### config.mk
export PLATFORM = sky130hd
export DESIGN_NAME = hdg_cordic_cell
export DESIGN_NICKNAME = d
export VERILOG_FILES = /design/src/rtl/hdg_pkg.sv /design/src/rtl/hdg_cordic_cell.sv
export SDC_FILE = /design/constraint.sdc
export NUM_CORES = 1
export LEC_CHECK = 0
export ABC_AREA = 1
export BUFFER_PORTS_ARGS = -buffer_cell sky130_fd_sc_hd__clkbuf_2
export CORE_ASPECT_RATIO = 0.75
export CORE_MARGIN = 10
export CORE_UTILIZATION = 25
export CTS_CLUSTER_SIZE = 20
export DETAILED_ROUTE_END_ITERATION = 8
export GPL_ROUTABILITY_DRIVEN = 0
export PLACE_DENSITY = 0.45
export SLEW_MARGIN = 10
export SYNTH_ARGS = -nofsm -noshare
export SYNTH_HDL_FRONTEND = slang
export SYNTH_SLANG_ARGS = --single-unit
export TNS_END_PERCENT = 1
### constraint.sdc
create_clock -name clock -period 12.65 [get_ports clock]
set_input_delay 3.1625 -clock clock [delete_from_list [all_inputs] [get_ports clock]]
set_output_delay 3.1625 -clock clock [all_outputs]
set_load 0.005 [all_outputs]
### src/rtl/hdg_pkg.sv
// Shared types, constants and tables for the compass and gyro heading unit.
package hdg_pkg;

   localparam int CORDIC_STEPS = 16;
   localparam int STEP_W       = (CORDIC_STEPS > 1) ? $clog2(CORDIC_STEPS) : 1;
   localparam int ATAN_ENTRIES = 24;
   localparam int ATAN_IDX_W   = $clog2(ATAN_ENTRIES);

   localparam int FIELD_W   = 16;
   localparam int FIXED_W   = 17;
   localparam int DECL_W    = 17;
   localparam int TICK_W    = 10;
   localparam int STEPPROD_W = FIXED_W + TICK_W + 1;
   localparam int VEC_W     = 36;
   localparam int ANG_W     = 26;
   localparam int ROUND_W   = ANG_W - 8;
   localparam int DIFF_W    = 19;
   localparam int HEAD_W    = 17;
   localparam int ACC_W     = 48;

   localparam int REQ_DATA_W = 80;
   localparam int RSP_DATA_W = 152;
   localparam int CSR_IDX_W  = 3;
   localparam int CSR_DATA_W = 17;

   localparam logic signed [ANG_W-1:0]  DEG180_Q16 = 26'sd11796480;
   localparam logic signed [ROUND_W-1:0] HALF_TURN = 18'sd46080;
   localparam logic signed [DIFF_W-1:0] FULL_TURN  = 19'sd92160;
   localparam logic signed [ACC_W-1:0]  ACC_MAX    = {1'b0, {(ACC_W-1){1'b1}}};
   localparam logic signed [ACC_W-1:0]  ACC_MIN    = {1'b1, {(ACC_W-1){1'b0}}};

   localparam logic [21:0] ATAN_TABLE [ATAN_ENTRIES] = '{
      22'd2949120, 22'd1740967, 22'd919879, 22'd466945, 22'd234379, 22'd117304,
      22'd58666, 22'd29335, 22'd14668, 22'd7334, 22'd3667, 22'd1833,
      22'd917, 22'd458, 22'd229, 22'd115, 22'd57, 22'd29,
      22'd14, 22'd7, 22'd4, 22'd2, 22'd1, 22'd0
   };

   typedef enum logic [CSR_IDX_W-1:0] {
      CSR_MAG_X_OFFSET  = 3'd0,
      CSR_MAG_Y_OFFSET  = 3'd1,
      CSR_GYRO_X_OFFSET = 3'd2,
      CSR_GYRO_Y_OFFSET = 3'd3,
      CSR_GYRO_Z_OFFSET = 3'd4,
      CSR_DECLINATION   = 3'd5,
      CSR_TICK_PERIOD   = 3'd6
   } csr_index_type;

   typedef struct packed {
      logic signed [FIELD_W-1:0] mag_x_offset;
      logic signed [FIELD_W-1:0] mag_y_offset;
      logic signed [FIELD_W-1:0] gyro_x_offset;
      logic signed [FIELD_W-1:0] gyro_y_offset;
      logic signed [FIELD_W-1:0] gyro_z_offset;
      logic signed [DECL_W-1:0]  declination;
      logic [TICK_W-1:0]         tick_period_ms;
   } hdg_cfg_type;

   typedef struct packed {
      logic signed [FIXED_W-1:0]    gyro_x_fixed;
      logic signed [FIXED_W-1:0]    gyro_y_fixed;
      logic signed [FIXED_W-1:0]    gyro_z_fixed;
      logic signed [FIXED_W-1:0]    mag_x_fixed;
      logic signed [FIXED_W-1:0]    mag_y_fixed;
      logic signed [STEPPROD_W-1:0] gyro_step;
      logic                         mag_x_zero;
      logic                         mag_y_pos;
   } hdg_side_type;

   typedef struct packed {
      logic                     valid;
      logic signed [VEC_W-1:0]  x;
      logic signed [VEC_W-1:0]  y;
      logic signed [ANG_W-1:0]  z;
      hdg_side_type             side;
   } hdg_cell_type;

endpackage

### src/rtl/hdg_cordic_cell.sv
// One CORDIC vectoring cell: a single micro-rotation, registered.
module hdg_cordic_cell (
   input  logic                         clock,
   input  logic                         reset,
   input  logic                         adv,
   input  logic [hdg_pkg::STEP_W-1:0]   step_index,
   input  hdg_pkg::hdg_cell_type         cell_in,
   output hdg_pkg::hdg_cell_type         cell_ff
);
   import hdg_pkg::*;

   logic signed [VEC_W-1:0] x_cur, y_cur, xs, ys;
   logic signed [ANG_W-1:0] z_cur, atan_step;
   hdg_cell_type            cell_next;

   always_comb begin
      x_cur     = cell_in.x;
      y_cur     = cell_in.y;
      z_cur     = cell_in.z;
      xs        = x_cur >>> step_index;
      ys        = y_cur >>> step_index;
      atan_step = $signed({{(ANG_W-22){1'b0}}, ATAN_TABLE[ATAN_IDX_W'(step_index)]});
      cell_next = cell_in;
      if (y_cur >= 0) begin
         cell_next.x = x_cur + ys;
         cell_next.y = y_cur - xs;
         cell_next.z = z_cur + atan_step;
      end else begin
         cell_next.x = x_cur - ys;
         cell_next.y = y_cur + xs;
         cell_next.z = z_cur - atan_step;
      end
   end

   always_ff @(posedge clock) begin
      if (reset) begin
         cell_ff.valid <= 1'b0;
      end else if (adv) begin
         cell_ff <= cell_next;
      end
   end

endmodule

# [Word-level counts from Yosys, hierarchy flattened]
# Memory sizes are Yosys's and may differ from the RTL's.
# Index checks and enable logic that the tools add are counted.
[word_totals] rom_bits=704 out_inout_bits=214 elab_cells=29 mem_count=1 reg_bits=214
[mem_list] name="(name not given)" depth=32 width=22 read_ports=1 rd_clocked_by_memory_dff=0 wr=0 line_no="hdg_cordic_cell.sv:22" source="atan_step = $signed({{(ANG_W-22){1'b0}}, ATAN_TABLE[ATAN_IDX_W'(step_index)]});"
[classes] addsub=6 n_bitwise=2 magnitude_cmp=2 mux=3 n_shift=2 reduce_logical=1
[op_table] op="$mux 98" count=1
[op_table] op="$add 36x36->36" count=2
[op_table] op="$sshr 36x4->36" count=2
[op_table] op="$sub 36x36->36" count=2
[op_table] op="$mux 22" count=2
[op_table] op="$ge 36x1->1 const B" count=1
[op_table] op="$add 26x23->26" count=1
[op_table] op="$sub 26x23->26" count=1
[op_table] op="$ge 6x6->1 const B" count=1
[op_table] op="$not 4->6" count=1
[op_table] op="$reduce_and 2->1" count=1
[op_table] op="$not 1->1" count=1

# [Logic depth before layout (Yosys ltp)]
[depth] ltp_word=6 mapped_depth=31 ltp_nobuf=28

# [Least setup slack after synthesis]
# No wires, ideal clock.
[synth_path] path_kind="input to register" startpoint="input port adv" endpoint="register cell_ff[0] (netlist name) (enable)" path_slack_ns=-0.293 path_buffers=0 cell_stages=2 required_time_ns=11.853 arrival_ns=12.146 setup_time_ns=0.797 cell_sequence="inv_1 nor2_1"
[synth_between] elab_chain_len=1
[synth_rtl] item="start: declaration" line_no="hdg_cordic_cell.sv:5" source="input logic adv,"
[synth_rtl] item="$reduce_and 2->1 (no source line)"
[synth_rtl] item="end signal: assignment" line_no="hdg_cordic_cell.sv:39" source="cell_ff <= cell_next;"
[synth_rtl] item="end: declaration" line_no="hdg_cordic_cell.sv:8" source="output hdg_pkg::hdg_cell_type cell_ff"
# Every way passes these cells.
# A chain may end at the register's enable or synchronous reset.

==> results.ini <==
[outcome]
status=finished clean

[detailed_routing]
vias=18400
drt_first_pass_iters=6
wl_per_cell_um=18.7
drc=0
drt_iter0_markers=1619
vias_per_cell=4.84
ant_nets=0
wirelength_um=71300

[cells_and_area]
largest_registers=cell_ff (214)
nets=3151
top_register=cell_ff
areaGrowthSynthToFinish_pct=21.7
multi_input_area_mm2=0.0104
fill_cells=7829
stdcell_count=3803
drive_gt1_frac=0.192
regArea_mm2=0.00642
largest_register_ffs=214

[yosys]
synth_warnings=0
yosysMostFrequentCell=nand2_1
synth_edf_count=213
syn-cell-area_mm2=0.0180
synth_area_leaders=edfxtp_1 (36%), nand2_1 (14%), nand3_1 (10%)
synth_fp_nets=2758
synth_largest_area_cell=edfxtp_1
synthArstFlopShare=0
ys.flop_type=edfxtp_1
synth-seq-cells=214
yosys-top-cells-count=nand2_1 (691), nand3_1 (372), edfxtp_1 (213)
yosysUniqueCellTypes=51
syn_inst=2431
seq_area_frac_synth=0.356
synth.top_cell.area_share=0.355
avgSynthCellArea_um2=7.41

[critical_path]
required_ns=12.92
path_common_cell=nand2_1
slowest_delay_ns=0.73
critPathKind=input pin to flip-flop
start_kind=input pin
end_kind=flip-flop
worst-endpoint-arrival_ns=8.61
cpMaxStageDelayCell=nor2_2
worst-path-buf-inv=3
cp_cell_sequence=clkbuf_2 -> buf_4 -> inv_2 -> nor2_2 -> nand3_1 -> nand2_1 -> nor2_1 -> nand2_1 -> nand2_1 -> ha_1 -> nand3_1 -> nand2_1 -> xor2_1 -> ha_1 -> nand2_1 -> o21ai_0 -> nor2_1 -> o21ai_0 -> a21boi_0 -> o21ai_0 -> xor2_1
cp_top_family=simple AND/OR/NAND/NOR gates
path_max_fanout=66

[sta]
rsz0062_at_grt=no
hold_viol=0
relSlewSlack=0.163
worstMarginPinSlew_ns=1.25
skew_ns=0
fmax_ghz=0.120
setup-violations-final=0
finalCritPeriodShare=0.659
drv_slew=0
tns_ns=0
layout_min_cycle_time_ns=8.34

[clock_tree]
htree_levels=1
cts_hold_buf=0
clk_pin_slew_ns=0.06
cts_setup_buffers=0
cts_tree=built
clk_path_buf_depth=3
cts_sinks=214
clock_latency_ns=0.56
cts_resized=0
cts-root-buf=clkbuf_16
cts_buffers=26

[floorplanning]
fp.dieArea_mm2=0.0833
start_util=0.252
fp.dieW_um=330
core-area_mm2=0.0716
io_pins=435
row_count=85
die_h_um=252

[power_and_ir_drop]
powerDensity_mw_per_mm2=125
peakVddDrop_mv=0.0943
power.leakage_nw=10.1

[global_route]
first_global_vias=17600
grt_pass1_wl_um=107000
grtUsageTotal=0.162
grt-ovfl-total=0
antenna_found_initial=11
grt_start_max_net_pins=78

[min_path]
hp-class=flip-flop to flip-flop

[place]
numPortBuffers=434
dp_hpwl_um=59200
dpl.cell_count=3753

[job]
cap_violations=0

[layout by cell type (no fill, tap or decap), drive strengths merged, types with 103 or more instances in the layout]
master | Yosys | layout
o21ai | 128 | 128
inv | 191 | 194
ha | 103 | 103
edfxtp | 213 | 213
a21oi | 139 | 139
clkbuf | 25 | 462
nand3 | 376 | 376
nor2 | 208 | 208
nand2 | 702 | 702
xor2 | 108 | 108
[kinds of logic after synthesis]
| kind of cell | after synthesis | synth area share |
|---|---|---|
| DFF | 214 | 0.356 |
| buffers and inverters | 272 | 0.0641 |
| AOI/OAI and AO/OA | 337 | 0.108 |
| xor gates and xnor gates | 153 | 0.0744 |
| and+or+nand+nor | 1349 | 0.322 |
| adders and majority gates | 106 | 0.0749 |
[worst paths after layout]
check,startpoint,end,slack (ns),cells after the start
min,cell_ff[213],cell_ff[213],0.46,2
max,step_index[1],cell_ff[168],4.31,21
min reg2reg,cell_ff[213],cell_ff[213],0.46,2
max reg2reg,cell_ff[213],cell_ff[213],12.10,2
[area by class of cell]
| cell class | instances | area share |
|---|---|---|
| tap | 957 | 0.0546 |
| antenna | 3 | 0.000343 |
| timing repair buffer | 446 | 0.103 |
| inverter | 191 | 0.0327 |
| clock buffer | 30 | 0.0304 |
| sequential | 214 | 0.293 |
| clock inverter | 17 | 0.00931 |
| multi-input combinational | 1945 | 0.477 |
[power by group]
part,internal (W),switching (W),leakage [nW]
Sequential,0.000905,0.0000226,2.01
Combinational,0.000359,0.000674,7.66
Clock,0.000460,0.000316,0.422
Total,0.00172,0.00101,10.1
[metal layers]
metal | GRT usage | vias to the layer above | wire length [um]
met5 | 0 | - | 44
met4 | 0.0264 | 8 | 1160
met3 | 0.0368 | 63 | 5670
met2 | 0.266 | 633 | 32400
met1 | 0.218 | 8601 | 32000
li1 | - | 9090 | -
[worst min-delay path, cell delays in order, from the launching register on]
cell	delay, ns
dfxtp_1	0.31
nand2_1	0.06
a21oi_1	0.05
[stage by stage]
stage,hold slack [ns],utilization,area (um^2),power [W],setup slack [ns]
6_report,0.462,0.306,21900,0.00274,4.31
5_1_grt,0.502,0.306,21900,0.00292,3.87
4_1_cts,0.466,0.306,21900,0.00278,4.56
3_5_place_dp,0.456,0.294,21000,0.00197,3.96
3_3_place_gp,0.452,0.294,21000,0.00198,3.93
2_1_floorplan,0.449,-,18000,0.00162,3.46
(Power assumes the default switching activity.)
