==> config.mk <==
export PLATFORM = sky130hd
export DESIGN_NAME = hdg_finish
export DESIGN_NICKNAME = d
export VERILOG_FILES = /design/src/rtl/hdg_pkg.sv /design/src/rtl/hdg_finish.sv
export SDC_FILE = /design/constraint.sdc
export NUM_CORES = 1
export LEC_CHECK = 0
export BUFFER_PORTS_ARGS = -buffer_cell sky130_fd_sc_hd__buf_2
export CAP_MARGIN = 10
export CORE_MARGIN = 2
export CORE_UTILIZATION = 30
export DETAILED_ROUTE_END_ITERATION = 16
export HOLD_SLACK_MARGIN = 0.05
export SLEW_MARGIN = 20
export SYNTH_ARGS = -nofsm -noshare
export SYNTH_HDL_FRONTEND = slang
export SYNTH_SLANG_ARGS = --single-unit
export TNS_END_PERCENT = 1
==> constraint.sdc <==
create_clock -name clock -period 9.9 [get_ports clock]
set_clock_uncertainty 0.1 [all_clocks]
set_input_delay 0.495 -clock clock [delete_from_list [all_inputs] [get_ports clock]]
set_output_delay 0.495 -clock clock [all_outputs]
set_load 0.005 [all_outputs]
==> src/rtl/hdg_pkg.sv <==
// Shared types, constants and tables for the compass and gyro heading unit.
package hdg_pkg;

   localparam int CORDIC_STEPS = 16;
   localparam int STEP_W       = (CORDIC_STEPS > 1) ? $clog2(CORDIC_STEPS) : 1;
   localparam int ATAN_ENTRIES = 24;
   localparam int ATAN_IDX_W   = $clog2(ATAN_ENTRIES);

   localparam int FIELD_W   = 16;
   localparam int FIXED_W   = 17;
   localparam int DECL_W    = 17;
   localparam int TICK_W    = 10;
   localparam int STEPPROD_W = FIXED_W + TICK_W + 1;
   localparam int VEC_W     = 36;
   localparam int ANG_W     = 26;
   localparam int ROUND_W   = ANG_W - 8;
   localparam int DIFF_W    = 19;
   localparam int HEAD_W    = 17;
   localparam int ACC_W     = 48;

   localparam int REQ_DATA_W = 80;
   localparam int RSP_DATA_W = 152;
   localparam int CSR_IDX_W  = 3;
   localparam int CSR_DATA_W = 17;

   localparam logic signed [ANG_W-1:0]  DEG180_Q16 = 26'sd11796480;
   localparam logic signed [ROUND_W-1:0] HALF_TURN = 18'sd46080;
   localparam logic signed [DIFF_W-1:0] FULL_TURN  = 19'sd92160;
   localparam logic signed [ACC_W-1:0]  ACC_MAX    = {1'b0, {(ACC_W-1){1'b1}}};
   localparam logic signed [ACC_W-1:0]  ACC_MIN    = {1'b1, {(ACC_W-1){1'b0}}};

   localparam logic [21:0] ATAN_TABLE [ATAN_ENTRIES] = '{
      22'd2949120, 22'd1740967, 22'd919879, 22'd466945, 22'd234379, 22'd117304,
      22'd58666, 22'd29335, 22'd14668, 22'd7334, 22'd3667, 22'd1833,
      22'd917, 22'd458, 22'd229, 22'd115, 22'd57, 22'd29,
      22'd14, 22'd7, 22'd4, 22'd2, 22'd1, 22'd0
   };

   typedef enum logic [CSR_IDX_W-1:0] {
      CSR_MAG_X_OFFSET  = 3'd0,
      CSR_MAG_Y_OFFSET  = 3'd1,
      CSR_GYRO_X_OFFSET = 3'd2,
      CSR_GYRO_Y_OFFSET = 3'd3,
      CSR_GYRO_Z_OFFSET = 3'd4,
      CSR_DECLINATION   = 3'd5,
      CSR_TICK_PERIOD   = 3'd6
   } csr_index_type;

   typedef struct packed {
      logic signed [FIELD_W-1:0] mag_x_offset;
      logic signed [FIELD_W-1:0] mag_y_offset;
      logic signed [FIELD_W-1:0] gyro_x_offset;
      logic signed [FIELD_W-1:0] gyro_y_offset;
      logic signed [FIELD_W-1:0] gyro_z_offset;
      logic signed [DECL_W-1:0]  declination;
      logic [TICK_W-1:0]         tick_period_ms;
   } hdg_cfg_type;

   typedef struct packed {
      logic signed [FIXED_W-1:0]    gyro_x_fixed;
      logic signed [FIXED_W-1:0]    gyro_y_fixed;
      logic signed [FIXED_W-1:0]    gyro_z_fixed;
      logic signed [FIXED_W-1:0]    mag_x_fixed;
      logic signed [FIXED_W-1:0]    mag_y_fixed;
      logic signed [STEPPROD_W-1:0] gyro_step;
      logic                         mag_x_zero;
      logic                         mag_y_pos;
   } hdg_side_type;

   typedef struct packed {
      logic                     valid;
      logic signed [VEC_W-1:0]  x;
      logic signed [VEC_W-1:0]  y;
      logic signed [ANG_W-1:0]  z;
      hdg_side_type             side;
   } hdg_cell_type;

endpackage

==> src/rtl/hdg_finish.sv <==
// Output stages: angle rounding, declination, wrap, gyro accumulator, result register.
module hdg_finish (
   input  logic                             clock,
   input  logic                             reset,
   input  logic                             adv,
   input  hdg_pkg::hdg_cell_type             cell_in,
   input  logic signed [hdg_pkg::DECL_W-1:0] declination,
   output logic                             rsp_valid_ff,
   output logic [hdg_pkg::RSP_DATA_W-1:0]    rsp_data_ff
);
   import hdg_pkg::*;

   typedef struct packed {
      logic                     valid;
      logic signed [DIFF_W-1:0] diff;
      hdg_side_type             side;
   } hdg_angle_type;

   hdg_angle_type              angle_ff, angle_in;
   logic signed [ANG_W-1:0]    z_round;
   logic signed [ROUND_W-1:0]  ang;
   logic signed [DIFF_W-1:0]   wrapped;
   logic signed [ACC_W:0]      acc_sum;
   logic signed [ACC_W-1:0]    acc_ff, acc_in;
   logic [RSP_DATA_W-1:0]      rsp_data_in;

   always_comb begin
      z_round = cell_in.z + ANG_W'(128);
      if (cell_in.side.mag_x_zero) begin
         ang = cell_in.side.mag_y_pos ? HALF_TURN : '0;
      end else begin
         ang = z_round[ANG_W-1:8];
      end
      angle_in.valid = cell_in.valid;
      angle_in.side  = cell_in.side;
      angle_in.diff  = DIFF_W'(ang) - DIFF_W'(declination);
   end

   always_comb begin
      if (angle_ff.diff >= FULL_TURN) begin
         wrapped = angle_ff.diff - FULL_TURN;
      end else if (angle_ff.diff >= -FULL_TURN && angle_ff.diff < 0) begin
         wrapped = angle_ff.diff + FULL_TURN;
      end else if (angle_ff.diff < -FULL_TURN) begin
         wrapped = angle_ff.diff + FULL_TURN + FULL_TURN;
      end else begin
         wrapped = angle_ff.diff;
      end

      acc_sum = (ACC_W+1)'(acc_ff) + (ACC_W+1)'(angle_ff.side.gyro_step);
      if (acc_sum[ACC_W] != acc_sum[ACC_W-1]) begin
         acc_in = acc_sum[ACC_W] ? ACC_MIN : ACC_MAX;
      end else begin
         acc_in = acc_sum[ACC_W-1:0];
      end

      rsp_data_in = {2'b00, acc_in, wrapped[HEAD_W-1:0],
                     angle_ff.side.mag_y_fixed, angle_ff.side.mag_x_fixed,
                     angle_ff.side.gyro_z_fixed, angle_ff.side.gyro_y_fixed,
                     angle_ff.side.gyro_x_fixed};
   end

   always_ff @(posedge clock) begin
      if (reset) begin
         angle_ff.valid <= 1'b0;
         rsp_valid_ff   <= 1'b0;
         acc_ff         <= '0;
      end else if (adv) begin
         angle_ff     <= angle_in;
         rsp_valid_ff <= angle_ff.valid;
         if (angle_ff.valid) begin
            acc_ff <= acc_in;
         end
      end
   end

   always_ff @(posedge clock) begin
      if (adv && angle_ff.valid) begin
         rsp_data_ff <= rsp_data_in;
      end
   end

endmodule
-- Word-level counts from Yosys, hierarchy flattened
Index checks and enable logic that the tools add are counted.
- reduce and logical (&&, ||, !) cells: 4
- bitwise operators: 1
- mux-type cells: 7
- $add $sub $neg: 6
- $lt $le $gt $ge: 4
- equal/unequal tests: 1
- operator list (cell ; count):
    $mux W48 ; 2
    $mux W17 ; 3
    $add A48 B28 Y49 ; 1
    $ge A19 B18 Y1 const B ; 2
    $add A17 B17 Y17 const B ; 2
    $add A26 B9 Y26 const B ; 1
    $lt A19 B1 Y1 const B ; 1
    $lt A19 B18 Y1 const B ; 1
    $sub A18 B17 Y19 ; 1
    $mux W18 ; 1
    $sub A17 B17 Y17 const B ; 1
    $mux W16 ; 1
    $reduce_and A2 Y1 ; 2
    $logic_and A1 B1 Y1 ; 2
    $ne A1 B1 Y1 ; 1
    $not A1 Y1 ; 1
- word-level logic and storage cells: 34
- flip-flop bits (word level): 332
- output and inout bits: 153

-- Depth between registers and ports, before layout
- word-level depth: 5
- mapped depth: 16

-- Least setup slack after synthesis
OpenSTA, ideal clock, no wires.
- kind: input port to flip-flop
- start point: in reset
- end point: reg angle_ff[100] in the netlist's numbering, enable pin
- path slack: 2696 ps
- path buffers: 1
- cell stages on the path: 2
- data arrival time: 6466 ps
- setup time: 638 ps
- required time: 9162 ps
- cells stage by stage: clkbuf_1 nor2b_1
- word-level cells in the longest chain between the ends: 2
- RTL lines (item ; RTL line ; source):
    from (decl) ; hdg_finish.sv:4 ; input logic reset,
    $not A1 Y1 (no source line) ; - ;
    $reduce_and A2 Y1 (no source line) ; - ;
    to (signal assigned) ; hdg_finish.sv:69 ; angle_ff <= angle_in;
    to (decl) ; hdg_finish.sv:19 ; hdg_angle_type angle_ff, angle_in;
No other way between the ends.
A chain may end at the register's enable or synchronous reset.

-- Worst setup path in the final report
- start point: reg angle_ff[29] in the netlist's numbering
- end point: reg acc_ff[46]
- word-level cells in the longest chain between the ends: 3
- elaborated cells on any way between the ends: 4
- classes of those cells: add/sub: 1; eq/ne: 1; mux: 2
- RTL lines (item ; RTL line ; source):
    $add A48 B28 Y49 (*) ; hdg_finish.sv:50 ; acc_sum = (ACC_W+1)'(acc_ff) + (ACC_W+1)'(angle_ff.side.gyro_step);
    $mux W48 or $ne A1 B1 Y1 (tied branches) ; hdg_finish.sv:52, hdg_finish.sv:51 ;
    $mux W48 (*) ; hdg_finish.sv:51 ; if (acc_sum[ACC_W] != acc_sum[ACC_W-1]) begin
    to (signal assigned) ; hdg_finish.sv:72 ; acc_ff <= acc_in;
    to (decl) ; hdg_finish.sv:24 ; logic signed [ACC_W-1:0] acc_ff, acc_in;
Every way passes the cells marked *; elsewhere a longest branch is shown, timed or not.

==> impl_metrics.py <==
metrics = {
    "synth": {
        "syn_area_per_cell_sq_um": 12.2,
        "yosys_warnings": 0,
        "syn-cell-area_sq_mm": 0.0152,
        "synth.distinct_cells": 71,
        "yosys_most_used_dff": "edfxtp_1",
        "synth_seq_area_share_pct": 62.2,
        "ys_ff_latch": 332,
        "synth_top_area_share_pct": 55.6,
        "synth_area_leader_cell": "edfxtp_1",
        "netlist_instances": 1243,
        "synth_edf_count": 282,
        "synthArstFlopShare_pct": 0,
        "synth_area_leaders": "edfxtp_1, dfxtp_1, ha_1",
    },
    "finish": {
        "final_core_util_pct": 39.5,
        "final_nets": 1972,
        "drive_above_1_share_pct": 23.3,
        "n_fill_cell": 4794,
        "antenna_cells": 0,
        "area_delta_synth_final_pct": 30.2,
    },
    "critical_path": {
        "reg2reg_from": "angle_ff[29]",
        "crit_type": "reg -> reg",
        "critPathCaptureType": "register",
        "critPathRequiredTime_ns": 10.27,
        "critical_path.max_fanout": 42,
        "start_kind": "register",
        "arrival_ns": 5.32,
        "crit_path_start": "angle_ff[29]",
    },
    "power": {
        "vdd_drop_max_uv": 108,
        "totalPowerFinal_mw": 3.41,
        "cellPowerDensity_mw_per_mm2": 172,
        "p_leak_nw": 7.94,
    },
    "routing": {
        "drt-pass1-iter-count": 7,
        "drt_wl_total_mm": 36.9,
        "final_antenna_net_count": 0,
        "drt_iter0_drc": 492,
        "num_vias": 11023,
        "wl_per_cell_microns": 15.6,
        "drc": 0,
        "via_per_inst": 4.67,
    },
    "die": {
        "fp.dieArea_sq_mm": 0.0526,
        "start_util_pct": 30.3,
        "fp.dieH_microns": 229,
        "core_sq_mm": 0.0502,
        "io-pin-count": 387,
        "die_w_microns": 229,
        "rows": 82,
    },
    "timing": {
        "relSlewSlack_pct": 26.5,
        "rsz0062_at_grt": "no",
        "timing.fmax_mhz": 202,
        "final_max_slew_viol_count": 0,
        "period_needed_ns": 4.96,
        "fin_setup_tns_ns": 0,
        "layout_setup_ws_ns": 4.94,
        "period_share_pct": 50.1,
        "final-setup-viol-count": 0,
        "worst_slew_pin_slew_ns": 1.10,
        "finalHoldViolations": 0,
    },
    "placed_design": {
        "post-dp-hpwl_mm": 25.5,
        "place_ws_ns": 4.90,
        "finalWeightedCongestion": 0.876,
        "portBuffers": 305,
    },
    "job": {
        "cap_violations": 0,
    },
    "clock_tree": {
        "cts_buffer_depth": 3,
        "cts_tree": "yes",
        "clk_latency_ns": 0.56,
        "htreeDepth": 2,
        "path_clk_slew_ns": 0.06,
        "cts_root_buffer": "clkbuf_16",
        "cts_buffers": 37,
        "cts.sinks": 332,
    },
    "global_route": {
        "grt_pass1_vias": 10891,
        "grt_usage_pct": 13.9,
        "gr-total-overflow": 0,
        "grt_max_degree": 101,
        "antenna_found_initial": 1,
        "grt_pass1_wl_mm": 58.3,
    },
    "hold_path": {
        "min-delay-start": "adv",
        "hp-class": "in -> reg",
    },
    "status": {
        "outcome": "complete, no violations",
    },
}
## layout by cell type (no fill, tap or decap), drive strengths merged, types with 4 or more instances in the layout
cell         instances
nor2b                9
a21boi               9
nand3b               4
nand2              106
or2                  7
xor2                35
or3                  6
buf                311
o21a                 8
o21bai              11
a21o                26
xnor2               42
nor4                 4
nor2               120
ha                  73
and4                 6
a21oi               88
dfxtp               50
nand2b              11
a31oi                5
nand3               27
nor3                13
clkinv              15
edfxtp             282
nand4               12
clkbuf              43
inv                 53
a211oi               8
o21ai               73
a2bb2oi              6
dlygate4sd3        114
and2                 8
and3                 7
o211ai              16
o2111ai              4
maj3                27
## worst max-delay path: stages, from the launching register on
cell      delay, ns
edfxtp_1       0.77
ha_1           0.59
nand2_1        0.10
nor3_1         0.40
o21ai_0        0.14
o21ai_0        0.36
o21bai_1       0.13
o311a_4        0.17
a211oi_4       0.19
buf_4          0.50
inv_2          0.10
nor2_4         0.73
nand2_1        0.35
o211ai_1       0.20
## report_power, final
| group | internal (mW) | switching (mW) |
|---|---|---|
| clock | 0.796 | 0.568 |
| sequential | 1.61 | 0.0285 |
| combinational | 0.178 | 0.228 |
## synthesized netlist by cell type (all sizes together) (12+ instances only)
library cell	number
maj3	27
edfxtp	282
clkbuf	27
nand3	27
xnor2	42
o21ai	73
nand2	106
buf	18
nor3	13
nand4	12
nor2	120
dfxtp	50
a21o	26
o211ai	16
xor2	35
inv	50
ha	73
a21oi	88
## cells by family (layout without fill, tap and decap cells)
family | count (synthesis) | count (layout) | synth area share (%)
simple gates | 345 | 345 | 10.4
flops | 332 | 332 | 62.2
compound gates | 286 | 286 | 12.0
fa+ha+maj | 102 | 102 | 8.04
buf+inv | 96 | 542 | 2.61
xor+xnor | 77 | 77 | 4.43
mux | 4 | 4 | 0.288
other cells | 1 | 2 | 0.0246
## registers in the layout (all words and copies together), names as in the netlist
signal and cells:
rsp_data_ff 150, angle_ff 133, acc_ff 48, rsp_valid_ff 1
## layout make-up
| class | count | area [sq um] | area share (%) |
|---|---|---|---|
| flip-flops and latches | 332 | 9470 | 47.8 |
| multi-input cells | 816 | 5390 | 27.2 |
| repair buffers | 425 | 2710 | 13.7 |
| clock buffers | 43 | 980 | 4.94 |
| well taps | 672 | 841 | 4.24 |
| clock inverters | 23 | 230 | 1.16 |
| inverters | 51 | 196 | 0.991 |
## path summary, 6_finish.rpt
kind,endpoint,slack [ns],depth (start not counted)
worst min register to register,rsp_data_ff[44],0.31,0
worst min-delay path,angle_ff[134],0.20,3
worst max register to register,acc_ff[46],4.94,13
worst max-delay path,acc_ff[46],4.94,13
## layer usage
metal / vias to the layer above / routed length [microns] / global-route usage (%)
li1: 5423 / - / -
met2: 299 / 17700 / 23.5
met4: 2 / 844 / 4.06
met5: - / 13 / 0
met3: 55 / 2280 / 3.55
met1: 5244 / 16100 / 17.5
## repair_timing
item,CTS,global route
setup buffers,0,0
resized for setup,0,0
hold buffers,113,1
hold endpoints to repair,113,1
endpoints found under the setup margin,0,0
## through the flow
stage | area (sq um) | cells | hold WS, ns
detailed placement | 17500 | 2182 | 0.305
CTS | 19800 | 2361 | 0.0519
finish | 19800 | 2362 | 0.204
floorplan | 15200 | 1244 | 0.300
global placement | 17500 | 2182 | 0.300
global route | 19800 | 2362 | 0.166
Power figures use the tool's default switching activity.
