`config.mk`:
```
export PLATFORM = sky130hd
export DESIGN_NAME = hdg_front
export DESIGN_NICKNAME = d
export VERILOG_FILES = /design/src/rtl/hdg_pkg.sv /design/src/rtl/hdg_front.sv
export SDC_FILE = /design/constraint.sdc
export NUM_CORES = 1
export LEC_CHECK = 0
export BUFFER_PORTS_ARGS = -buffer_cell sky130_fd_sc_hd__buf_2
export CAP_MARGIN = 20
export CORE_MARGIN = 10
export CORE_UTILIZATION = 36
export CTS_BUF_LIST = sky130_fd_sc_hd__clkbuf_16
export DETAILED_ROUTE_END_ITERATION = 6
export PLACE_DENSITY = 0.67
export RECOVER_POWER = 100
export REMOVE_ABC_BUFFERS = 1
export SYNTH_ARGS = -nofsm -noshare
export SYNTH_HDL_FRONTEND = slang
export SYNTH_SLANG_ARGS = --single-unit
export TNS_END_PERCENT = 1
```
`constraint.sdc`:
```
create_clock -name clock -period 10.3 [get_ports clock]
set_clock_uncertainty 0.15 [all_clocks]
set_input_delay 0.515 -clock clock [delete_from_list [all_inputs] [get_ports clock]]
set_output_delay 0.515 -clock clock [all_outputs]
set_load 0.02 [all_outputs]
```
`src/rtl/hdg_pkg.sv`:
```
// Shared types, constants and tables for the compass and gyro heading unit.
package hdg_pkg;

   localparam int CORDIC_STEPS = 16;
   localparam int STEP_W       = (CORDIC_STEPS > 1) ? $clog2(CORDIC_STEPS) : 1;
   localparam int ATAN_ENTRIES = 24;
   localparam int ATAN_IDX_W   = $clog2(ATAN_ENTRIES);

   localparam int FIELD_W   = 16;
   localparam int FIXED_W   = 17;
   localparam int DECL_W    = 17;
   localparam int TICK_W    = 10;
   localparam int STEPPROD_W = FIXED_W + TICK_W + 1;
   localparam int VEC_W     = 36;
   localparam int ANG_W     = 26;
   localparam int ROUND_W   = ANG_W - 8;
   localparam int DIFF_W    = 19;
   localparam int HEAD_W    = 17;
   localparam int ACC_W     = 48;

   localparam int REQ_DATA_W = 80;
   localparam int RSP_DATA_W = 152;
   localparam int CSR_IDX_W  = 3;
   localparam int CSR_DATA_W = 17;

   localparam logic signed [ANG_W-1:0]  DEG180_Q16 = 26'sd11796480;
   localparam logic signed [ROUND_W-1:0] HALF_TURN = 18'sd46080;
   localparam logic signed [DIFF_W-1:0] FULL_TURN  = 19'sd92160;
   localparam logic signed [ACC_W-1:0]  ACC_MAX    = {1'b0, {(ACC_W-1){1'b1}}};
   localparam logic signed [ACC_W-1:0]  ACC_MIN    = {1'b1, {(ACC_W-1){1'b0}}};

   localparam logic [21:0] ATAN_TABLE [ATAN_ENTRIES] = '{
      22'd2949120, 22'd1740967, 22'd919879, 22'd466945, 22'd234379, 22'd117304,
      22'd58666, 22'd29335, 22'd14668, 22'd7334, 22'd3667, 22'd1833,
      22'd917, 22'd458, 22'd229, 22'd115, 22'd57, 22'd29,
      22'd14, 22'd7, 22'd4, 22'd2, 22'd1, 22'd0
   };

   typedef enum logic [CSR_IDX_W-1:0] {
      CSR_MAG_X_OFFSET  = 3'd0,
      CSR_MAG_Y_OFFSET  = 3'd1,
      CSR_GYRO_X_OFFSET = 3'd2,
      CSR_GYRO_Y_OFFSET = 3'd3,
      CSR_GYRO_Z_OFFSET = 3'd4,
      CSR_DECLINATION   = 3'd5,
      CSR_TICK_PERIOD   = 3'd6
   } csr_index_type;

   typedef struct packed {
      logic signed [FIELD_W-1:0] mag_x_offset;
      logic signed [FIELD_W-1:0] mag_y_offset;
      logic signed [FIELD_W-1:0] gyro_x_offset;
      logic signed [FIELD_W-1:0] gyro_y_offset;
      logic signed [FIELD_W-1:0] gyro_z_offset;
      logic signed [DECL_W-1:0]  declination;
      logic [TICK_W-1:0]         tick_period_ms;
   } hdg_cfg_type;

   typedef struct packed {
      logic signed [FIXED_W-1:0]    gyro_x_fixed;
      logic signed [FIXED_W-1:0]    gyro_y_fixed;
      logic signed [FIXED_W-1:0]    gyro_z_fixed;
      logic signed [FIXED_W-1:0]    mag_x_fixed;
      logic signed [FIXED_W-1:0]    mag_y_fixed;
      logic signed [STEPPROD_W-1:0] gyro_step;
      logic                         mag_x_zero;
      logic                         mag_y_pos;
   } hdg_side_type;

   typedef struct packed {
      logic                     valid;
      logic signed [VEC_W-1:0]  x;
      logic signed [VEC_W-1:0]  y;
      logic signed [ANG_W-1:0]  z;
      hdg_side_type             side;
   } hdg_cell_type;

endpackage

```
`src/rtl/hdg_front.sv`:
```
// Input stage: bias removal, gyro step product and CORDIC pre-rotation.
module hdg_front (
   input  logic                         clock,
   input  logic                         reset,
   input  logic                         adv,
   input  logic                         req_tvalid,
   input  logic [hdg_pkg::REQ_DATA_W-1:0] req_tdata,
   input  hdg_pkg::hdg_cfg_type          cfg,
   output hdg_pkg::hdg_cell_type         stage_ff
);
   import hdg_pkg::*;

   logic signed [FIELD_W-1:0]    mag_x_raw, mag_y_raw, gyro_x_raw, gyro_y_raw, gyro_z_raw;
   logic signed [FIXED_W-1:0]    mx, my, gx, gy, gz;
   logic signed [STEPPROD_W-1:0] step;
   logic signed [VEC_W-1:0]      x0, y0;
   hdg_cell_type                 stage_in;

   always_comb begin
      mag_x_raw  = req_tdata[15:0];
      mag_y_raw  = req_tdata[31:16];
      gyro_x_raw = req_tdata[47:32];
      gyro_y_raw = req_tdata[63:48];
      gyro_z_raw = req_tdata[79:64];

      mx = {mag_x_raw[15], mag_x_raw} - {cfg.mag_x_offset[15], cfg.mag_x_offset};
      my = {cfg.mag_y_offset[15], cfg.mag_y_offset} - {mag_y_raw[15], mag_y_raw};
      gx = {gyro_x_raw[15], gyro_x_raw} - {cfg.gyro_x_offset[15], cfg.gyro_x_offset};
      gy = {gyro_y_raw[15], gyro_y_raw} - {cfg.gyro_y_offset[15], cfg.gyro_y_offset};
      gz = {gyro_z_raw[15], gyro_z_raw} - {cfg.gyro_z_offset[15], cfg.gyro_z_offset};

      step = STEPPROD_W'(gz) * $signed({1'b0, cfg.tick_period_ms});

      x0 = {{(VEC_W-FIXED_W-16){my[FIXED_W-1]}}, my, 16'b0};
      y0 = {{(VEC_W-FIXED_W-16){mx[FIXED_W-1]}}, mx, 16'b0};

      stage_in.valid = req_tvalid;
      if (my < 0) begin
         stage_in.x = -x0;
         stage_in.y = -y0;
         stage_in.z = (mx >= 0) ? DEG180_Q16 : -DEG180_Q16;
      end else begin
         stage_in.x = x0;
         stage_in.y = y0;
         stage_in.z = '0;
      end

      stage_in.side.gyro_x_fixed = gx;
      stage_in.side.gyro_y_fixed = gy;
      stage_in.side.gyro_z_fixed = gz;
      stage_in.side.mag_x_fixed  = mx;
      stage_in.side.mag_y_fixed  = my;
      stage_in.side.gyro_step    = step;
      stage_in.side.mag_x_zero   = (mx == '0);
      stage_in.side.mag_y_pos    = (my > 0);
   end

   always_ff @(posedge clock) begin
      if (reset) begin
         stage_ff.valid <= 1'b0;
      end else if (adv) begin
         stage_ff <= stage_in;
      end
   end

endmodule

```
After elaboration in Yosys (flattened, before gate mapping)

Index checks and enable logic that the tools add are counted.

Reductions and logical operators: 2
Multiply operators: 1
Add/subtract/negate cells: 7
Bitwise operators: 1
Magnitude comparators: 3
Multiplexer cells: 2

Operators with widths:

| kind                  | number |
|---|---|
| $mux W98              | 1 |
| $sub A16 B16 Y17      | 5 |
| $neg A33 Y36          | 2 |
| $mul A17 B11 Y28      | 1 |
| $mux W26              | 1 |
| $ge A17 B1 Y1 const B | 1 |
| $gt A17 B1 Y1 const B | 1 |
| $logic_not A17 Y1     | 1 |
| $lt A17 B1 Y1 const B | 1 |
| $reduce_and A2 Y1     | 1 |
| $not A1 Y1            | 1 |

Logic and storage cells: 30
Output and inout bits: 214
Bits in registers: 214

Depth between registers and ports, before layout

Gate-level depths: netlist of run 1.

Depth after elaboration: 4
Gate-level depth with buffers: 32
Mapped depth without buffers: 31

Least setup slack after synthesis of run 1

Ideal clock, no wire load.

Path kind: input-to-reg
Start: input port reset
End: register stage_ff[0] (netlist name), enable pin
Path buffers: 0
Slack: 2026 ps
Arrival time: 7429 ps
Stages: 1
Required time: 9455 ps
Path through: nor2b_1

Word-level cells in the longest chain between the ends: 2

Ends and longest elaborated chain:

| what                               | line            | RTL |
|---|---|---|
| from (decl)                        | hdg_front.sv:4  | `input logic reset,` |
| $not A1 Y1 (no source line)        | -               |  |
| $reduce_and A2 Y1 (no source line) | -               |  |
| to (signal assigned)               | hdg_front.sv:62 | `stage_ff <= stage_in;` |
| to (decl)                          | hdg_front.sv:9  | `output hdg_pkg::hdg_cell_type stage_ff` |

Every way passes these cells.
A chain may end at the register's enable or synchronous reset.

==> results of run 1 <==
cell type report:
type,instances,area [um^2],area share
multi-input cells,1150,9910,0.531
flip-flops and latches,157,4700,0.252
repair buffers,346,1510,0.0812
inverters,325,1220,0.0655
well taps,592,741,0.0397
clock buffers,17,425,0.0228
clock inverters,15,136,0.00731
worst min path at each step:
stage / start / end
floorplan: stage_ff[213] / stage_ff[213]
global route: reset / stage_ff[213]
CTS: reset / stage_ff[213]
finish: reset / stage_ff[213]
detailed placement: stage_ff[213] / stage_ff[213]
global placement: stage_ff[213] / stage_ff[213]
power breakdown:
part	switching [mW]	internal, mW
registers	0.0354	1.13
logic	3.10	2.15
clock network	0.296	0.335
total	3.43	3.62
logic make-up after synthesis:
kind of cell,after synthesis,synth area share
adder cells (fa/ha/maj),303,0.304
buffers and inverters,419,0.111
XOR/XNOR,117,0.0633
AND/OR/NAND/NOR,448,0.137
AO/OA/AOI/OAI,227,0.0949
multiplexers,2,0.00123
other,1,0.000230
flip-flops,157,0.288
cells in the final DEF (no fill, tap or decap), types with 66 or more instances in the layout:
cell type    n
and2_1      66
buf_2      169
clkbuf_1   176
edfxtp_1   156
fa_1       156
ha_1       147
inv_1      325
nand2_1    147
nor2_1      77
xnor2_1     79
metal layers:
layer	global-route usage	routed length [um]	vias up
li1	-	-	5997
met1	0.181	17500	6122
met2	0.283	22000	400
met3	0.0420	2830	51
met4	0.0503	803	0
met5	0	0	-
critical path: cells and delay by family:
kind	cells	cell delay, ps
simple gates	5	620
xor+xnor	2	260
buf+inv	6	730
compound gates	11	2700
fa+ha+maj	8	3570
metrics by stage:
stage / util / hold slack (ps) / setup slack [ps]
after floorplan: - / 429 / 2030
after global placement: 0.414 / 323 / 1680
after detailed placement: 0.414 / 338 / 1670
after CTS: 0.427 / 43.7 / 2150
after global routing: 0.419 / 65.0 / 1250
final: 0.419 / 92.6 / 1950
==> reports/metrics.csv, run 1 <==
stage,metric,value,unit
run_status,violations,"capacitance limit, slew limit",
layout,top_register,stage_ff,
floorplan,die_w,233,um
flow_run,maxCapViolCount,1,
layout,largest_reg_flops,157,
worst_setup_path,cp-start-kind,primary input,
pwr,cellPowerDensity,378,nW/um^2
yosys,synthTopCellsByArea,"edfxtp_1 (29%), fa_1 (19%), ha_1 (11%)",
clock_network,clock-sinks,157,
worst_setup_path,r2r_cells,2,
global_route,grt_max_degree,157,
sta,grt_setup_unrepaired,false,
yosys,synth_area,16300,um^2
placement,gp_congestion,0.918,
floorplan,die-area,54200,um^2
route,drt_iter0_markers,692,
yosys,synth_common_cells,"inv_1 (324), edfxtp_1 (156), fa_1 (156)",
yosys,ys_async_sr_fraction,0,
sta,hold_viol_final,0,
hold_path,min_delay_path_depth,2,
yosys,synth.most_common_cell,inv_1,
worst_setup_path,crit_start,req_tdata[64],
sta,post-route-min-period,8350,ps
worst_setup_path,cpPeakStageDelay,770,ps
sta,worst_pin_slew,8770,ps
worst_setup_path,rr_endpoint,stage_ff[213],
pwr,p_total,7.05,mW
worst_setup_path,worstPathRequired,10380,ps
clock_network,cts_tree,built,
floorplan,start_util,0.366,
sta,max-slew-margin-rel,-4.85,
sta,slew_viol_final,157,
global_route,antenna_found_initial,0,
hold_path,hold_path.class,primary input to flop,
floorplan,row_count,77,
global_route,grt_first_pass_wirelength,68.7,mm
floorplan,core_area,44500,um^2
yosys,synthCells,1674,
layout,synthToLayoutAreaGrowth,14.4,%
sta,setup_viol,0,
clock_network,postCtsSetupBuffers,0,
run_status,status,finished with violations,
clock_network,cts_buffer_depth,2,
layout,stdcell_area,18700,um^2
yosys,avgSynthCellArea,9.74,um^2
clock_network,clkLatencyLatePin,470,ps
yosys,synth_top_area_share,0.287,
layout,final_nets,2491,
floorplan,io_pins,405,
layout,reg_top3,stage_ff x157,
placement,place_inst,2570,
sta,tns,0,ps
placement,dpl-instance-area,18400,um^2
pwr,vdd_drop_max,0.385,mV
worst_setup_path,critPathMostFrequentCell,fa_1,
route,vias_per_cell,4.83,
clock_network,numCtsBuffers,17,
clock_network,postCtsHoldBufs,0,
clock_network,cts_root_buffer,clkbuf_16,
pwr,leakage,8.70,nW
worst_setup_path,worstSetupEndpointType,flop,
worst_setup_path,path_class,primary input to flop,
global_route,grt_remaining_overflow,0,
yosys,dominantRegCellSynth,edfxtp_1,
worst_setup_path,r2r-start,stage_ff[213],
floorplan,die_y,233,um
clock_network,cts_htree_levels,4,
yosys,ys_types,73,
yosys,synth-seq-area-share,0.288,
worst_setup_path,ff2ff_setup_slack,9570,ps
layout,final_cells,2602,
placement,hpwl,35.3,mm
route,wl,43.2,mm
layout,final_layout_size_suffix_gt1_frac,0.106,
clock_network,cts.clk_slew.worst_paths,70,ps
layout,insertedDiodeCount,0,
yosys,synth_edf_count,156,
sta,fin_crit_sh,0.811,
global_route,grt_pass1_vias,13400,
placement,portBuffers,337,
route,antenna_left,0,
layout,fillerInstances,4396,
yosys,synth_area_leader_cell,edfxtp_1,
yosys,synth-warning-count,0,
worst_setup_path,endpoint,stage_ff[29],
global_route,grtUsageTotal,0.159,
route,vias,12600,
yosys,ys_ff_latch,157,
route,wl_per_cell,16.6,um
sta,fmaxAchievable,120,MHz
worst_setup_path,slowest_stage,o41ai_1,
worst_setup_path,arrival,8440,ps
worst_setup_path,cp_max_fo,11,
clock_network,cts-resized-gates,0,
route,drtPass1Iterations,5,
route,drc,0,
Power figures use the tool's default switching activity.
==> run 2, diff against run 1 <==
--- a/config.mk
+++ b/config.mk
@@ -11,7 +11,7 @@
 export CORE_UTILIZATION = 36
 export CTS_BUF_LIST = sky130_fd_sc_hd__clkbuf_16
 export DETAILED_ROUTE_END_ITERATION = 6
-export PLACE_DENSITY = 0.67
+export PLACE_DENSITY = 0.69
 export RECOVER_POWER = 100
 export REMOVE_ABC_BUFFERS = 1
 export SYNTH_ARGS = -nofsm -noshare
==> constraint.sdc (replaced) <==
create_clock -name clock -period 7.1 [get_ports clock]
set_clock_uncertainty 0.15 [all_clocks]
set_input_delay 0.355 -clock clock [delete_from_list [all_inputs] [get_ports clock]]
set_output_delay 0.355 -clock clock [all_outputs]
set_load 0.02 [all_outputs]
==> run 2 against run 1 <==
Net effect: the flow now finishes without violations; sequential share of layout area is 1.7 points lower; cell count is 4.6% higher; register-to-register slack worse by 3800 ps; routed wire length is 2.7% higher; critical path type unchanged; largest cell class unchanged.
==> reports/metrics.csv, run 2 (synthesis gave the netlist of run 1 again) <==
stage,metric,value,unit,change
sta,max-slew-margin-rel,0.379,,+5.23
worst_setup_path,cpPeakStageDelay,530,ps,-240 ps
sta,fmaxAchievable,144,MHz,
layout,layout_common_cells,"inv_1 (324), buf_2 (170), clkbuf_1 (169)",,
floorplan,core_area,44500,um^2,unchanged
layout,top_register,stage_ff,,
route,vias_per_cell,4.79,,-0.89%
sta,post-route-min-period,6940,ps,
clock_network,clock-sinks,157,,unchanged
placement,place_ws,-979,ps,-2650 ps
layout,layout_commonest_cell,inv_1,,
flow_run,maxCapViolCount,0,,-1
global_route,grtUsageTotal,0.161,,+0.00236
clock_network,clkLatencyLatePin,440,ps,-30 ps
worst_setup_path,worstPathRequired,7150,ps,-3230 ps
placement,hpwl,37.0,mm,+4.9%
clock_network,cts_root_buffer,clkbuf_16,,
layout,stdcell_area,20000,um^2,+7.3%
route,drt_iter0_markers,656,,-5.2%
clock_network,cts.clk_slew.worst_paths,70,ps,about the same
clock_network,numCtsBuffers,17,,unchanged
layout,largest_reg_flops,157,,unchanged
route,antenna_left,0,,unchanged
global_route,antenna_found_initial,1,,+1
worst_setup_path,cp_max_fo,5,,-6
layout,final_layout_size_suffix_gt1_frac,0.186,,+0.0800
floorplan,row_count,77,,unchanged
worst_setup_path,path_class,primary input to flop,,
floorplan,start_util,0.366,,unchanged
sta,slew_viol_final,0,,-100%
route,drc,0,,unchanged
worst_setup_path,slowest_stage,fa_1,,
layout,post-route-util,0.450,,+0.0308
layout,reg_top3,stage_ff x157,,
floorplan,die_w,233,um,unchanged
floorplan,die_y,233,um,unchanged
floorplan,io_pins,405,,unchanged
sta,setup_viol,0,,unchanged
layout,final_nets,2610,,+4.8%
clock_network,cts_htree_levels,4,,unchanged
global_route,grt_remaining_overflow,0,,unchanged
hold_path,hold_path.class,primary input to flop,,
placement,gp_congestion,0.912,,-0.59%
worst_setup_path,cp-start-kind,primary input,,
placement,portBuffers,337,,unchanged
route,wl_per_cell,16.3,um,-1.8%
layout,insertedDiodeCount,0,,unchanged
global_route,grt_first_pass_wirelength,70.0,mm,+1.9%
route,vias,13000,,+3.6%
worst_setup_path,arrival,6980,ps,-1460 ps
global_route,grt_pass1_vias,13900,,+3.7%
placement,dpl-instance-area,19200,um^2,+4.4%
clock_network,cts_tree,built,,
sta,worst_pin_slew,931,ps,-7840 ps
sta,grt_setup_unrepaired,true,,
sta,setup_ws,164,ps,-1780 ps
layout,synthToLayoutAreaGrowth,22.8,%,
floorplan,die-area,54200,um^2,unchanged
route,drtPass1Iterations,5,,unchanged
worst_setup_path,worstSetupEndpointType,flop,,
sta,hold_viol_final,0,,unchanged
route,wl,44.4,mm,+2.7%
clock_network,cts_buffer_depth,2,,unchanged
run_status,status,completed,,
sta,fin_crit_sh,0.977,,
global_route,grt_max_degree,73,,-54%
sta,hold_ws,136,ps,+43.8 ps
## run 2: cell types whose count changed in the layout (fill, tap and decap cells not counted), moves of 6 or more
cell | before | now
buf_4 | 1 | 121
o21ai_0 | 53 | 37
o21ai_1 | 1 | 12
a21oi_1 | 60 | 52
a211oi_1 | 14 | 7
a21oi_2 | 1 | 8
clkbuf_1 | 176 | 169
ha_1 | 147 | 140
a211oi_2 | 0 | 6
a21boi_0 | 6 | 0
ha_4 | 0 | 6
## run 2: cell type report
class	instances	area (um^2)
Clock buffer	17	425
Fill cell	4341	24500
Multi-Input combinational cell	1150	10300
Sequential cell	157	4700
Inverter	325	1220
Tap cell	592	741
Clock inverter	15	184
Timing Repair Buffer	465	2460
## run 2: critical path: cells and delay by family
family	cells	cell delay, ps
xor+xnor	2	210
fa+ha+maj	8	3400
buf+inv	8	680
simple gates	4	460
compound gates	11	1890
## run 2: routing by layer
layer  share of wire  vias to the layer above  global-route usage
met3           0.066                       62              0.0369
met1            0.40                     6279               0.182
li1                -                     6234                   -
met2            0.51                      453               0.295
met5               0                        -                   0
met4           0.022                        0              0.0491
## run 2: worst paths after layout
check             slack (ps)  cells after the start       endpoint          start
hold reg to reg          900                      3  stage_ff[213]  stage_ff[213]
setup / recovery         160                     33   stage_ff[29]  req_tdata[64]
setup reg to reg        5790                      3  stage_ff[213]  stage_ff[213]
hold / removal           140                      3   stage_ff[81]        cfg[43]
## run 2: per-stage QoR
| step | TNS (ps) | cells |
|---|---|---|
| CTS | 0 | 2715 |
| detailed placement | -5950 | 2679 |
| global placement | -3780 | 2679 |
| floorplan | -159020 | 1632 |
| finish | 0 | 2721 |
| global route | -445 | 2721 |
## run 2: repair_timing
item                       in CTS  in global routing
resized for setup              14                 49
pin swaps                       7                 45
setup endpoints to repair       6                  8
hold buffers                    2                  0
buffers inserted                2                  6
hold endpoints to repair        1                  0
Power of run 2 is not shown: default switching activity piles up to over one toggle a cycle in this logic, so the estimate is an artifact.
